## config.mk

```make
export PLATFORM = sky130hd
export DESIGN_NAME = rbsi_div
export DESIGN_NICKNAME = d
export VERILOG_FILES = /design/src/hw/rtl/rbsi_pkg.sv /design/src/hw/rtl/rbsi_div.sv
export SDC_FILE = /design/constraint.sdc
export NUM_CORES = 2
export LEC_CHECK = 0
export BUFFER_PORTS_ARGS = -buffer_cell sky130_fd_sc_hd__clkbuf_2
export CORE_ASPECT_RATIO = 0.7
export CORE_MARGIN = 2
export CORE_UTILIZATION = 55
export DETAILED_ROUTE_END_ITERATION = 10
export HOLD_SLACK_MARGIN = 0.03
export PLACE_DENSITY_LB_ADDON = 0.1
export SLEW_MARGIN = 15
export SYNTH_ARGS = -nofsm -noshare
export SYNTH_HDL_FRONTEND = slang
export SYNTH_MEMORY_MAX_BITS = 65536
export SYNTH_SLANG_ARGS = --single-unit
```

## constraint.sdc

```tcl
create_clock -name clock -period 14.23 [get_ports clock]
set_clock_uncertainty 0.15 [all_clocks]
set_input_delay 2.846 -clock clock [delete_from_list [all_inputs] [get_ports clock]]
set_output_delay 2.846 -clock clock [all_outputs]
set_load 0.005 [all_outputs]
```

## src/hw/rtl/rbsi_pkg.sv

```systemverilog
`timescale 1ns / 1ps
// ----------------------------------------------------------------------------
// rbsi_pkg
// Shared types and constants of the ray versus box slab intersection block.
// ----------------------------------------------------------------------------
package rbsi_pkg;

   localparam int QW          = 32;
   localparam int DIST_W      = 31;
   localparam int DIV_BITS    = 32;
   localparam int DIV_LATENCY = DIV_BITS + 2;
   localparam int SEL_LATENCY = 3;
   localparam int TOP_LATENCY = 1 + DIV_LATENCY + SEL_LATENCY;

   typedef logic signed [QW-1:0] q_type;
   typedef logic signed [QW:0]   num_type;
   typedef logic [DIST_W-1:0]    dist_type;

   localparam q_type Q_MAX = 32'sh7FFF_FFFF;
   localparam q_type Q_MIN = 32'sh8000_0000;

   typedef enum logic [2:0] {
      CSR_BOX_MIN_X = 3'd0,
      CSR_BOX_MIN_Y = 3'd1,
      CSR_BOX_MIN_Z = 3'd2,
      CSR_BOX_MAX_X = 3'd3,
      CSR_BOX_MAX_Y = 3'd4,
      CSR_BOX_MAX_Z = 3'd5
   } csr_index_type;

   typedef struct packed {
      logic     valid;
      dist_type closest_t;
   } ray_tag_type;

   typedef struct packed {
      logic neg;
      logic dzero;
      logic npos;
      logic nneg;
      logic ovf;
   } div_flag_type;

endpackage

```

## src/hw/rtl/rbsi_div.sv

```systemverilog
`timescale 1ns / 1ps
// ----------------------------------------------------------------------------
// rbsi_div
// Pipelined signed Q16.16 slab divider, one quotient bit per stage, saturating.
// ----------------------------------------------------------------------------
module rbsi_div (
   input  logic             clock,
   input  rbsi_pkg::num_type num,
   input  rbsi_pkg::q_type   dir,
   output rbsi_pkg::q_type   quot
);

   localparam int NB = rbsi_pkg::DIV_BITS;

   logic [32:0]  num_mag;
   logic [31:0]  dir_mag;
   logic [48:0]  dividend;
   rbsi_pkg::div_flag_type flag_in;

   logic [31:0] rem_ff  [0:NB];
   logic [31:0] low_ff  [0:NB];
   logic [31:0] quo_ff  [0:NB];
   logic [31:0] dsr_ff  [0:NB];
   rbsi_pkg::div_flag_type flag_ff [0:NB];

   rbsi_pkg::q_type quot_in;
   rbsi_pkg::q_type quot_ff;

   always_comb begin
      num_mag  = num[32] ? 33'(-num) : 33'(num);
      dir_mag  = dir[31] ? 32'(-dir) : 32'(dir);
      dividend = {num_mag, 16'b0};
      flag_in.neg   = num[32] ^ dir[31];
      flag_in.dzero = (dir == '0);
      flag_in.npos  = !num[32] && (num != '0);
      flag_in.nneg  = num[32];
      // A quotient of 2^32 or more saturates whatever its sign.
      flag_in.ovf   = {15'b0, dividend[48:32]} >= dir_mag;
   end

   always_ff @(posedge clock) begin
      rem_ff[0]  <= {15'b0, dividend[48:32]};
      low_ff[0]  <= dividend[31:0];
      quo_ff[0]  <= '0;
      dsr_ff[0]  <= dir_mag;
      flag_ff[0] <= flag_in;
   end

   for (genvar k = 0; k < NB; k++) begin : g_stage
      logic [32:0] trial;
      logic        ge;
      logic [31:0] rem_in;
      always_comb begin
         trial  = {rem_ff[k], low_ff[k][31]};
         ge     = trial >= {1'b0, dsr_ff[k]};
         rem_in = ge ? 32'(trial - {1'b0, dsr_ff[k]}) : trial[31:0];
      end
      always_ff @(posedge clock) begin
         rem_ff[k+1]  <= rem_in;
         low_ff[k+1]  <= {low_ff[k][30:0], 1'b0};
         quo_ff[k+1]  <= {quo_ff[k][30:0], ge};
         dsr_ff[k+1]  <= dsr_ff[k];
         flag_ff[k+1] <= flag_ff[k];
      end
   end

   always_comb begin
      if (flag_ff[NB].dzero) begin
         if (flag_ff[NB].npos) begin
            quot_in = rbsi_pkg::Q_MAX;
         end else if (flag_ff[NB].nneg) begin
            quot_in = rbsi_pkg::Q_MIN;
         end else begin
            quot_in = '0;
         end
      end else if (!flag_ff[NB].neg) begin
         quot_in = (flag_ff[NB].ovf || quo_ff[NB][31]) ? rbsi_pkg::Q_MAX : quo_ff[NB];
      end else begin
         quot_in = (flag_ff[NB].ovf || quo_ff[NB] > 32'h8000_0000) ?
                   rbsi_pkg::Q_MIN : 32'(-quo_ff[NB]);
      end
   end

   always_ff @(posedge clock) begin
      quot_ff <= quot_in;
   end

   assign quot = quot_ff;

endmodule

```

==> out/results.ini <==
[status]
status = completed

[drt]
routedWlPerCell_um = 19.13
antenna_left = 0
wl_met2_um = 117100
maxUsedRoutingLayer = met5
drc = 0
drt-met1-wl_um = 163400
vias_per_cell = 5.585
finalWirelength_um = 311200
first_iter_violations = 7379
dr_wl_met3_um = 25420
firstDrtPassIters = 5
num_vias = 90850

[global_route]
antenna_found_initial = 20
overflow = 0
grt_pass1_wl_um = 480400
grt_pass1_vias = 85070
grt_usage_pct = 26.50
grt_max_degree = 64

[final_layout]
drive_above_1_share_pct = 7.323
final_area_um2 = 136300
fin_nets = 14220
area_growth_syn_to_layout_pct = 10.81

[worst_setup_path]
cp.arrival_ps = 7070
crit_path_max_fanout = 4
crit_type = input pin to register
start_kind = input pin
rr_startpoint = dsr_ff[0][744]
slowest_stage = or4_1
crit_path_max_incr_delay_ps = 540
end_kind = register
reg2reg_setup_slack_ps = 9060
crit_required_ps = 14790
critPathCapture = flag_ff[0][0]
cp_cell_sequence = clkbuf_2 > inv_1 > nand2_1 > or4_1 > or2_2 > or4_1 > or2_1 > nand2b_1 > or3_1 > o21ai_0 > xnor2_1 > ha_1 > a21oi_1 > nor2b_1 > o21ai_0 > nand2b_1 > a21oi_1 > nand2_1 > nand4_1 > nor4_1
worstSetupStartpoint = num[1]
ff2ff_path_depth = 14
r2r_end = rem_ff[0][775]

[sta]
slew_headroom_pct = 20.69
finalMaxSlewViolations = 0
worst_slew_pin_slew_ps = 1179
finalHoldViolations = 0
fmax_mhz = 153.7
fin_crit_ps = 6507
setup_violations = 0
rsz0062_at_grt = false
fin_setup_tns_ps = 0
period_share_pct = 45.73

[floorplan]
die_width_um = 569.2
initial_core_util_pct = 55.20
rows = 145
die-area_um2 = 227500
die_h_um = 399.6
core_area_um2 = 222800
ios = 98

[synth]
synth-seq-cells = 2894
syn_area_per_cell_um2 = 9.497
synth_top_cells_by_area = dfxtp_1 47%, ha_1 10%, a21oi_1 4.1%
post-synth-top-area-fraction_pct = 47.11
synth_edf_count = 0
yosysWarnings = 0
netlist_area_um2 = 123000
synth.distinct_cells = 101
ys_async_sr_fraction_pct = 0
synthesis.nets = 14080
synthCells = 12950
synth_top_cells_by_count = 2894 x dfxtp_1, 1317 x inv_1, 1029 x ha_1, 1015 x a21oi_1, 957 x nand2_1
synth_ff_type = dfxtp_1
ys_seq_area_share_pct = 47.11
synth_top_area_cell = dfxtp_1
yosysMostFrequentCell = dfxtp_1

[clocking]
clkTransAtPathRegs_ps = 60
numCtsBuffers = 284
post-cts-setup-buffers = 0
cts_root_buf = clkbuf_16
htreeDepth = 5
clock_path_buffers = 4
cts_tree = yes
cts.sinks = 2894
cts_resized = 0
clk_latency_ps = 870
ctsHoldBuffers = 0

[placed_design]
numPortBuffers = 97
dpl.hpwl_um = 240300
gp_congestion = 0.9446
post_dp_cell_area_um2 = 126500

[power_and_ir_drop]
vdd_drop_max_v = 0.0002694
p_leak_nw = 62.98
p_per_area_nw_per_um2 = 256.0

[flow_run]
drv_cap = 0

[worst_hold_path]
hold_class = register to register

-- worst min path at each step --
| stage | startpoint | end | slack, ps | cells after the start |
|---|---|---|---|---|
| 6_report | quo_ff[1][134] | quo_ff[1][167] | 130 | 0 |
| 5_1_grt | quo_ff[2][139] | quo_ff[2][172] | 130 | 0 |
| 4_1_cts | quo_ff[1][134] | quo_ff[1][167] | 120 | 0 |
| 3_5_place_dp | flag_ff[16][2] | flag_ff[17][2] | 160 | 0 |
| 3_3_place_gp | flag_ff[10][4] | flag_ff[11][4] | 160 | 0 |
| 2_1_floorplan | flag_ff[9][0] | flag_ff[10][0] | 160 | 0 |
-- layout make-up --
type | count | area, um^2
antenna | 11 | 27.53
clock buffer | 394 | 8220
clock inverter | 109 | 1515
fill | 18740 | 86520
inverter | 1318 | 4947
multi-input combinational | 8462 | 59160
sequential | 2894 | 57940
tap | 2940 | 3679
timing repair buffer | 137 | 785.8
-- layer usage --
metal,global-route usage [%],up-vias
met3,6.646,381
li1,-,44820
met1,41.93,42920
met2,35.46,2714
met5,0,-
met4,5.285,6
-- per-stage QoR --
step | instances | util, % | setup WS (ps) | hold WS (ps) | power, mW
after detailed placement | 15750 | 56.78 | 6949 | 162.1 | 26.72
final | 16270 | 61.17 | 7723 | 126.1 | 34.89
after CTS | 16250 | 61.15 | 7841 | 122.0 | 34.74
after floorplan | 12950 | - | 7727 | 159.6 | 22.77
after global placement | 15750 | 56.77 | 6804 | 159.6 | 26.48
after global routing | 16260 | 61.16 | 7541 | 127.2 | 37.16
-- cells by family (layout without fill, tap and decap cells) --
logic type / Yosys count / after routing / share of synthesized area [%]
XOR/XNOR: 863 / 863 / 6.146
other: 0 / 11 / 0
flip-flops: 2894 / 2894 / 47.11
AO/OA/AOI/OAI: 3388 / 3388 / 17.11
adder cells (fa/ha/maj): 1060 / 1060 / 10.97
buffers and inverters: 1593 / 1958 / 4.956
multiplexers: 281 / 281 / 2.570
AND/OR/NAND/NOR: 2870 / 2870 / 11.14
-- worst max-delay path: cells and delay by family --
kind | cells | cell delay, ps
AOI/OAI and AO/OA | 4 | 740
xor gates and xnor gates | 1 | 180
adders and majority gates | 1 | 290
buffers and inverters | 2 | 160
and+or+nand+nor | 12 | 2830
-- layout by cell type, fill, tap and decap left out, types with 145 or more instances in the layout --
master,Yosys,routed
dfxtp_1,2894,2894
o21ai_0,890,890
nand2_1,957,957
a21o_1,492,490
ha_1,1029,1029
nor2_1,683,682
xor2_1,351,351
inv_1,1317,1317
nand3_1,197,197
clkbuf_16,0,292
xnor2_1,512,512
mux2_2,243,243
nand4_1,145,145
nor2b_1,180,179
a21oi_1,1015,1010
nand2b_1,163,162
-- flip-flops by register name, indices dropped and copies added (netlist names) --
| signal | count |
|---|---|
| flag_ff | 165 |
| low_ff | 136 |
| quot | 32 |
| dsr_ff | 1024 |
| rem_ff | 1009 |
| quo_ff | 528 |
-- where the power goes --
group          leakage (nW)  internal [mW]  switching, mW
Sequential             24.2           10.3           1.39
Clock                  4.75           4.63           3.19
Combinational          34.0           6.54           8.81
Total                  63.0           21.5           13.4
Power figures use the tool's default switching activity.
