File: config.mk
export PLATFORM = sky130hd
export DESIGN_NAME = rbsi_sel
export DESIGN_NICKNAME = d
export VERILOG_FILES = /design/src/hw/rtl/rbsi_pkg.sv /design/src/hw/rtl/rbsi_sel.sv
export SDC_FILE = /design/constraint.sdc
export NUM_CORES = 1
export LEC_CHECK = 0
export BUFFER_PORTS_ARGS = -buffer_cell sky130_fd_sc_hd__buf_2
export CAP_MARGIN = 5
export CORE_ASPECT_RATIO = 1.4
export CORE_UTILIZATION = 63
export DETAILED_ROUTE_END_ITERATION = 10
export PLACE_DENSITY_LB_ADDON = 0.05
export SETUP_SLACK_MARGIN = 0.02
export SYNTH_ARGS = -nofsm -noshare
export SYNTH_HDL_FRONTEND = slang
export SYNTH_SLANG_ARGS = --single-unit
File: constraint.sdc
create_clock -name clock -period 7.25 [get_ports clock]
set_input_delay 1.45 -clock clock [delete_from_list [all_inputs] [get_ports clock]]
set_output_delay 1.45 -clock clock [all_outputs]
set_load 0.05 [all_outputs]
File: src/hw/rtl/rbsi_pkg.sv
`timescale 1ns / 1ps
// ----------------------------------------------------------------------------
// rbsi_pkg
// Shared types and constants of the ray versus box slab intersection block.
// ----------------------------------------------------------------------------
package rbsi_pkg;

   localparam int QW          = 32;
   localparam int DIST_W      = 31;
   localparam int DIV_BITS    = 32;
   localparam int DIV_LATENCY = DIV_BITS + 2;
   localparam int SEL_LATENCY = 3;
   localparam int TOP_LATENCY = 1 + DIV_LATENCY + SEL_LATENCY;

   typedef logic signed [QW-1:0] q_type;
   typedef logic signed [QW:0]   num_type;
   typedef logic [DIST_W-1:0]    dist_type;

   localparam q_type Q_MAX = 32'sh7FFF_FFFF;
   localparam q_type Q_MIN = 32'sh8000_0000;

   typedef enum logic [2:0] {
      CSR_BOX_MIN_X = 3'd0,
      CSR_BOX_MIN_Y = 3'd1,
      CSR_BOX_MIN_Z = 3'd2,
      CSR_BOX_MAX_X = 3'd3,
      CSR_BOX_MAX_Y = 3'd4,
      CSR_BOX_MAX_Z = 3'd5
   } csr_index_type;

   typedef struct packed {
      logic     valid;
      dist_type closest_t;
   } ray_tag_type;

   typedef struct packed {
      logic neg;
      logic dzero;
      logic npos;
      logic nneg;
      logic ovf;
   } div_flag_type;

endpackage

File: src/hw/rtl/rbsi_sel.sv
`timescale 1ns / 1ps
// ----------------------------------------------------------------------------
// rbsi_sel
// Slab ordering, entry/exit reduction and hit selection over three stages.
// ----------------------------------------------------------------------------
module rbsi_sel #(
   parameter int EPSILON = 66
) (
   input  logic                  clock,
   input  logic                  reset,
   input  rbsi_pkg::ray_tag_type tag,
   input  rbsi_pkg::q_type       tn [3],
   input  rbsi_pkg::q_type       tf [3],
   output logic                  out_valid,
   output logic                  out_hit,
   output rbsi_pkg::q_type       out_t
);

   localparam rbsi_pkg::q_type EPS_Q = 32'(EPSILON);

   rbsi_pkg::q_type lo_in [3];
   rbsi_pkg::q_type hi_in [3];
   rbsi_pkg::q_type lo_ff [3];
   rbsi_pkg::q_type hi_ff [3];
   rbsi_pkg::ray_tag_type tag1_ff, tag2_ff;
   rbsi_pkg::q_type entry_in, exit_in, entry_ff, exit_ff;
   rbsi_pkg::q_type limit;
   logic            hit_in;
   rbsi_pkg::q_type t_in;
   logic            valid_ff, hit_ff;
   rbsi_pkg::q_type t_ff;

   always_comb begin
      for (int a = 0; a < 3; a++) begin
         lo_in[a] = (tn[a] < tf[a]) ? tn[a] : tf[a];
         hi_in[a] = (tn[a] < tf[a]) ? tf[a] : tn[a];
      end
   end

   always_comb begin
      entry_in = lo_ff[0];
      exit_in  = hi_ff[0];
      if (lo_ff[1] > entry_in) entry_in = lo_ff[1];
      if (lo_ff[2] > entry_in) entry_in = lo_ff[2];
      if (hi_ff[1] < exit_in)  exit_in  = hi_ff[1];
      if (hi_ff[2] < exit_in)  exit_in  = hi_ff[2];
   end

   always_comb begin
      limit  = {1'b0, tag2_ff.closest_t};
      hit_in = 1'b0;
      t_in   = '0;
      if (entry_ff <= exit_ff) begin
         if (entry_ff < limit && entry_ff > EPS_Q) begin
            hit_in = 1'b1;
            t_in   = entry_ff;
         end else if (exit_ff < limit && exit_ff > EPS_Q) begin
            hit_in = 1'b1;
            t_in   = exit_ff;
         end
      end
   end

   always_ff @(posedge clock) begin
      lo_ff             <= lo_in;
      hi_ff             <= hi_in;
      entry_ff          <= entry_in;
      exit_ff           <= exit_in;
      hit_ff            <= hit_in;
      t_ff              <= t_in;
      tag1_ff.closest_t <= tag.closest_t;
      tag2_ff.closest_t <= tag1_ff.closest_t;
      if (reset) begin
         tag1_ff.valid <= 1'b0;
         tag2_ff.valid <= 1'b0;
         valid_ff      <= 1'b0;
      end else begin
         tag1_ff.valid <= tag.valid;
         tag2_ff.valid <= tag1_ff.valid;
         valid_ff      <= tag2_ff.valid;
      end
   end

   assign out_valid = valid_ff;
   assign out_hit   = hit_ff;
   assign out_t     = t_ff;

endmodule

==> metrics.csv <==
stage,metric,value,unit
status,status,completed,
power_and_ir_drop,Pint,4.89,mW
power_and_ir_drop,Leak,11.5,nW
sta,Layout Skew,0.0183,ns
yosys,post-synthesis adder-cell area fraction,20.2,%
yosys,complex-gate fraction of the synthesized area,10.2,%
sta,RSZ-0062 raised after global routing,no,
final_layout,fill count,2273,
place,Port Buffer Count,259,
sta,final hold vios,0,
routing,DR WL/cell,18.4,um
final_layout,# diodes,0,
worst_setup_path,CP Data Required Time,7.70,ns
yosys,Synth warnings,0,
clocking,Post-CTS Resized,0,
sta,hold slack final,0.325,ns
place,DP Cell Count,2576,
job,Max Cap Viol,0,
clocking,"CTS clk-pin slew, worst paths",0.07,ns
yosys,Post-synth EDFFs,0,
floorplan,Die Area,31400,sq um
clocking,CTS Buffer Depth,3,
grt,grt total ovfl,0,
final_layout,Layout Nets,2765,
power_and_ir_drop,Max IR drop VDD,0.188,mV
yosys,Gate Count Post-Synth,1964,
final_layout,"commonest non-fill, non-tap cell in the layout",dfxtp_1,
yosys,synthesized area per cell,9.83,sq um
place,Final GP Congestion,0.975,
floorplan,Chip Height,209,um
final_layout,Reg area,7090,sq um
final_layout,"commonest non-fill, non-tap cells in the layout","354 x dfxtp_1, 311 x ha_1, 301 x inv_1",
yosys,xor/xnor share of the synthesized area,0,%
worst_setup_path,worst setup path start,lo_ff[95],
power_and_ir_drop,power share of the clock group,24.6,%
clocking,Sink Count,354,
clocking,CTS H-tree depth,2,
worst_setup_path,crit end category,register,
worst_setup_path,crit path DAT,6.75,ns
final_layout,"Area growth, synth to finish",15.5,%
yosys,"Seq/Total Area, Yosys",36.7,%
worst_setup_path,CP Class,reg2reg,
floorplan,core area,30000,sq um
final_layout,share of cells above drive strength 1,23.4,%
power_and_ir_drop,Pwr Total,7.81,mW
power_and_ir_drop,Sw Ratio,37.4,%
floorplan,initial core utilization,64.3,%
sta,Fin Setup TNS,0,ns
yosys,mapped cell area,19300,sq um
sta,crit path time final,6.30,ns
yosys,"flops & latches, synth",354,
clocking,post-CTS setup buffers,0,
sta,final setup violation count,0,
sta,Slew headroom,44.4,%
clocking,TritonCTS clock tree,built,
power_and_ir_drop,pwr/cell area,350,nW/um^2
place,Post-DP HPWL,39.5,mm
yosys,Yosys cell types,63,
grt,antenna violations before repair,1,
yosys,largest family of logic cells by synthesized area,adder cells,
routing,drt total wl,48.6,mm
routing,Post-DRT Antenna Nets,0,
grt,first-pass GRT wire length,74.8,mm
routing,Avg Vias per Cell,5.68,
floorplan,Chip Width,150,um
clocking,clk_lat worst skew,0.52,ns
power_and_ir_drop,Psw,2.92,mW
sta,final-report max-slew violation count,0,
yosys,Async SR Flop Fraction,0,%
yosys,top_reg_cell synth,dfxtp_1,
floorplan,I/O pins,260,
routing,Pre-antenna DRT Iters,5,
final_layout,Final Non-Filler Cells,2637,
yosys,syn nets,2501,
clocking,# hold bufs at CTS,0,
grt,All-Layer GR Usage,31.0,%
yosys,mux cell area share after synthesis,17.8,%
worst_setup_path,RR Startpoint,lo_ff[95],
min_path,Min-Delay Startpoint,tag1_ff[4],
yosys,Simple-Gate Fraction of Synth Area,8.14,%
grt,largest net degree at the start of global routing,63,
sta,Achievable Freq,0.159,GHz
power_and_ir_drop,Reg power frac,35.4,%
power_and_ir_drop,Comb pwr share,40.0,%
routing,Residual DRC,0,
clocking,TritonCTS Buffers,35,
routing,DR iter-0 viols,596,
worst_setup_path,"Max FO, Critical Path",21,
sta,Worst Max-Slew Pin Slew,0.817,ns
worst_setup_path,Startpoint Class,register,
sta,Final Cycle Share,86.9,%
clocking,CTS root buf,clkbuf_16,
min_path,hold crit path type,reg2reg,
floorplan,# rows,75,
final_layout,Multi-input gate area,11000,sq um
routing,vias,14990,
grt,vias in the first global route,15200,
final timing paths:
| kind | slack, ns | depth (start not counted) | end |
|---|---|---|---|
| worst min-delay path | 0.33 | 0 | limit[4] |
| worst min register to register | 0.33 | 0 | limit[4] |
| worst max-delay path | 0.95 | 21 | entry_ff[2] |
| worst max register to register | 0.95 | 21 | entry_ff[2] |
final cells by class:
cell class                 instances  share of cell area (%)
clock inverter                    11                   0.848
inverter                         301                    5.07
clock buffer                      50                    4.69
multi-input combinational       1268                    49.3
timing repair buffer             268                    6.17
sequential                       354                    31.8
tap                              385                    2.16
layer usage:
layer | share of wire (%) | GRT usage [%] | vias up
li1 | - | - | 7422
met1 | 41 | 36.1 | 6950
met2 | 48 | 54.0 | 485
met3 | 5.4 | 4.41 | 133
met4 | 5.4 | 16.8 | 0
met5 | 0 | 0 | -
cells in the mapped netlist (18+ instances only):
cell type  count  area (sq um)
ha_1         311          3890
nor4_1        18           113
nand2_1       57           214
mux2_2       189          2130
clkbuf_1      20          75.1
a21o_1        41           308
nand4_1       46           288
nor3_1        26           130
a21oi_1      116           581
nand3_1       22           110
nor2_1       105           394
dfxtp_1      354          7090
o21ai_0       63           315
inv_1        301          1130
mux2i_1      127          1270
flip-flops by register name, indices dropped and copies added, names as in the netlist:
name,cells
entry_ff,32
exit_ff,32
hi_ff,96
limit,31
lo_ff,96
out_hit,1
out_t,32
out_valid,1
tag1_ff,32
tag2_ff,1
power by group through the flow:
| stage | sequential (mW) | combinational, mW | clock, mW |
|---|---|---|---|
| finish | 2.76 | 3.13 | 1.92 |
| global route | 2.80 | 3.49 | 2.03 |
| CTS | 2.75 | 3.12 | 1.95 |
| detailed placement | 2.79 | 3.09 | 0 |
| global placement | 2.79 | 2.97 | 0 |
| floorplan | 2.78 | 2.16 | 0 |
worst max-delay path, stage by stage (launching register included):
cell and delay [ns]:
dfxtp_1 0.37, inv_1 0.06, ha_1 0.58, nand4_1 0.14, or2_1 0.30, nor3_1 0.30
o311ai_0 0.21, nand3_2 0.29, o21ai_2 0.17, mux2i_4 0.34, buf_4 0.41, mux2i_1 0.32
ha_1 0.29, a21o_1 0.18, a2bb2oi_1 0.22, a21oi_1 0.10, o21a_1 0.18, nor3_1 0.21
o21ai_0 0.20, mux2i_4 0.70, buf_4 0.40, mux2i_1 0.23
logic make-up after synthesis:
kind of cell,count (synthesis)
buf+inv,342
fa+ha+maj,311
other cells,1
compound gates,314
simple gates,322
mux,320
flops,354
per-stage QoR:
stage / setup slack [ns] / instance area (sq um) / utilization [%]
after floorplan: 2.60 / 19300 / -
after global placement: 1.35 / 21100 / 70.1
after detailed placement: 1.02 / 21100 / 70.1
after CTS: 1.00 / 22300 / 74.2
after global routing: 0.497 / 22300 / 74.2
final: 0.951 / 22300 / 74.2
(Power assumes the default switching activity.)
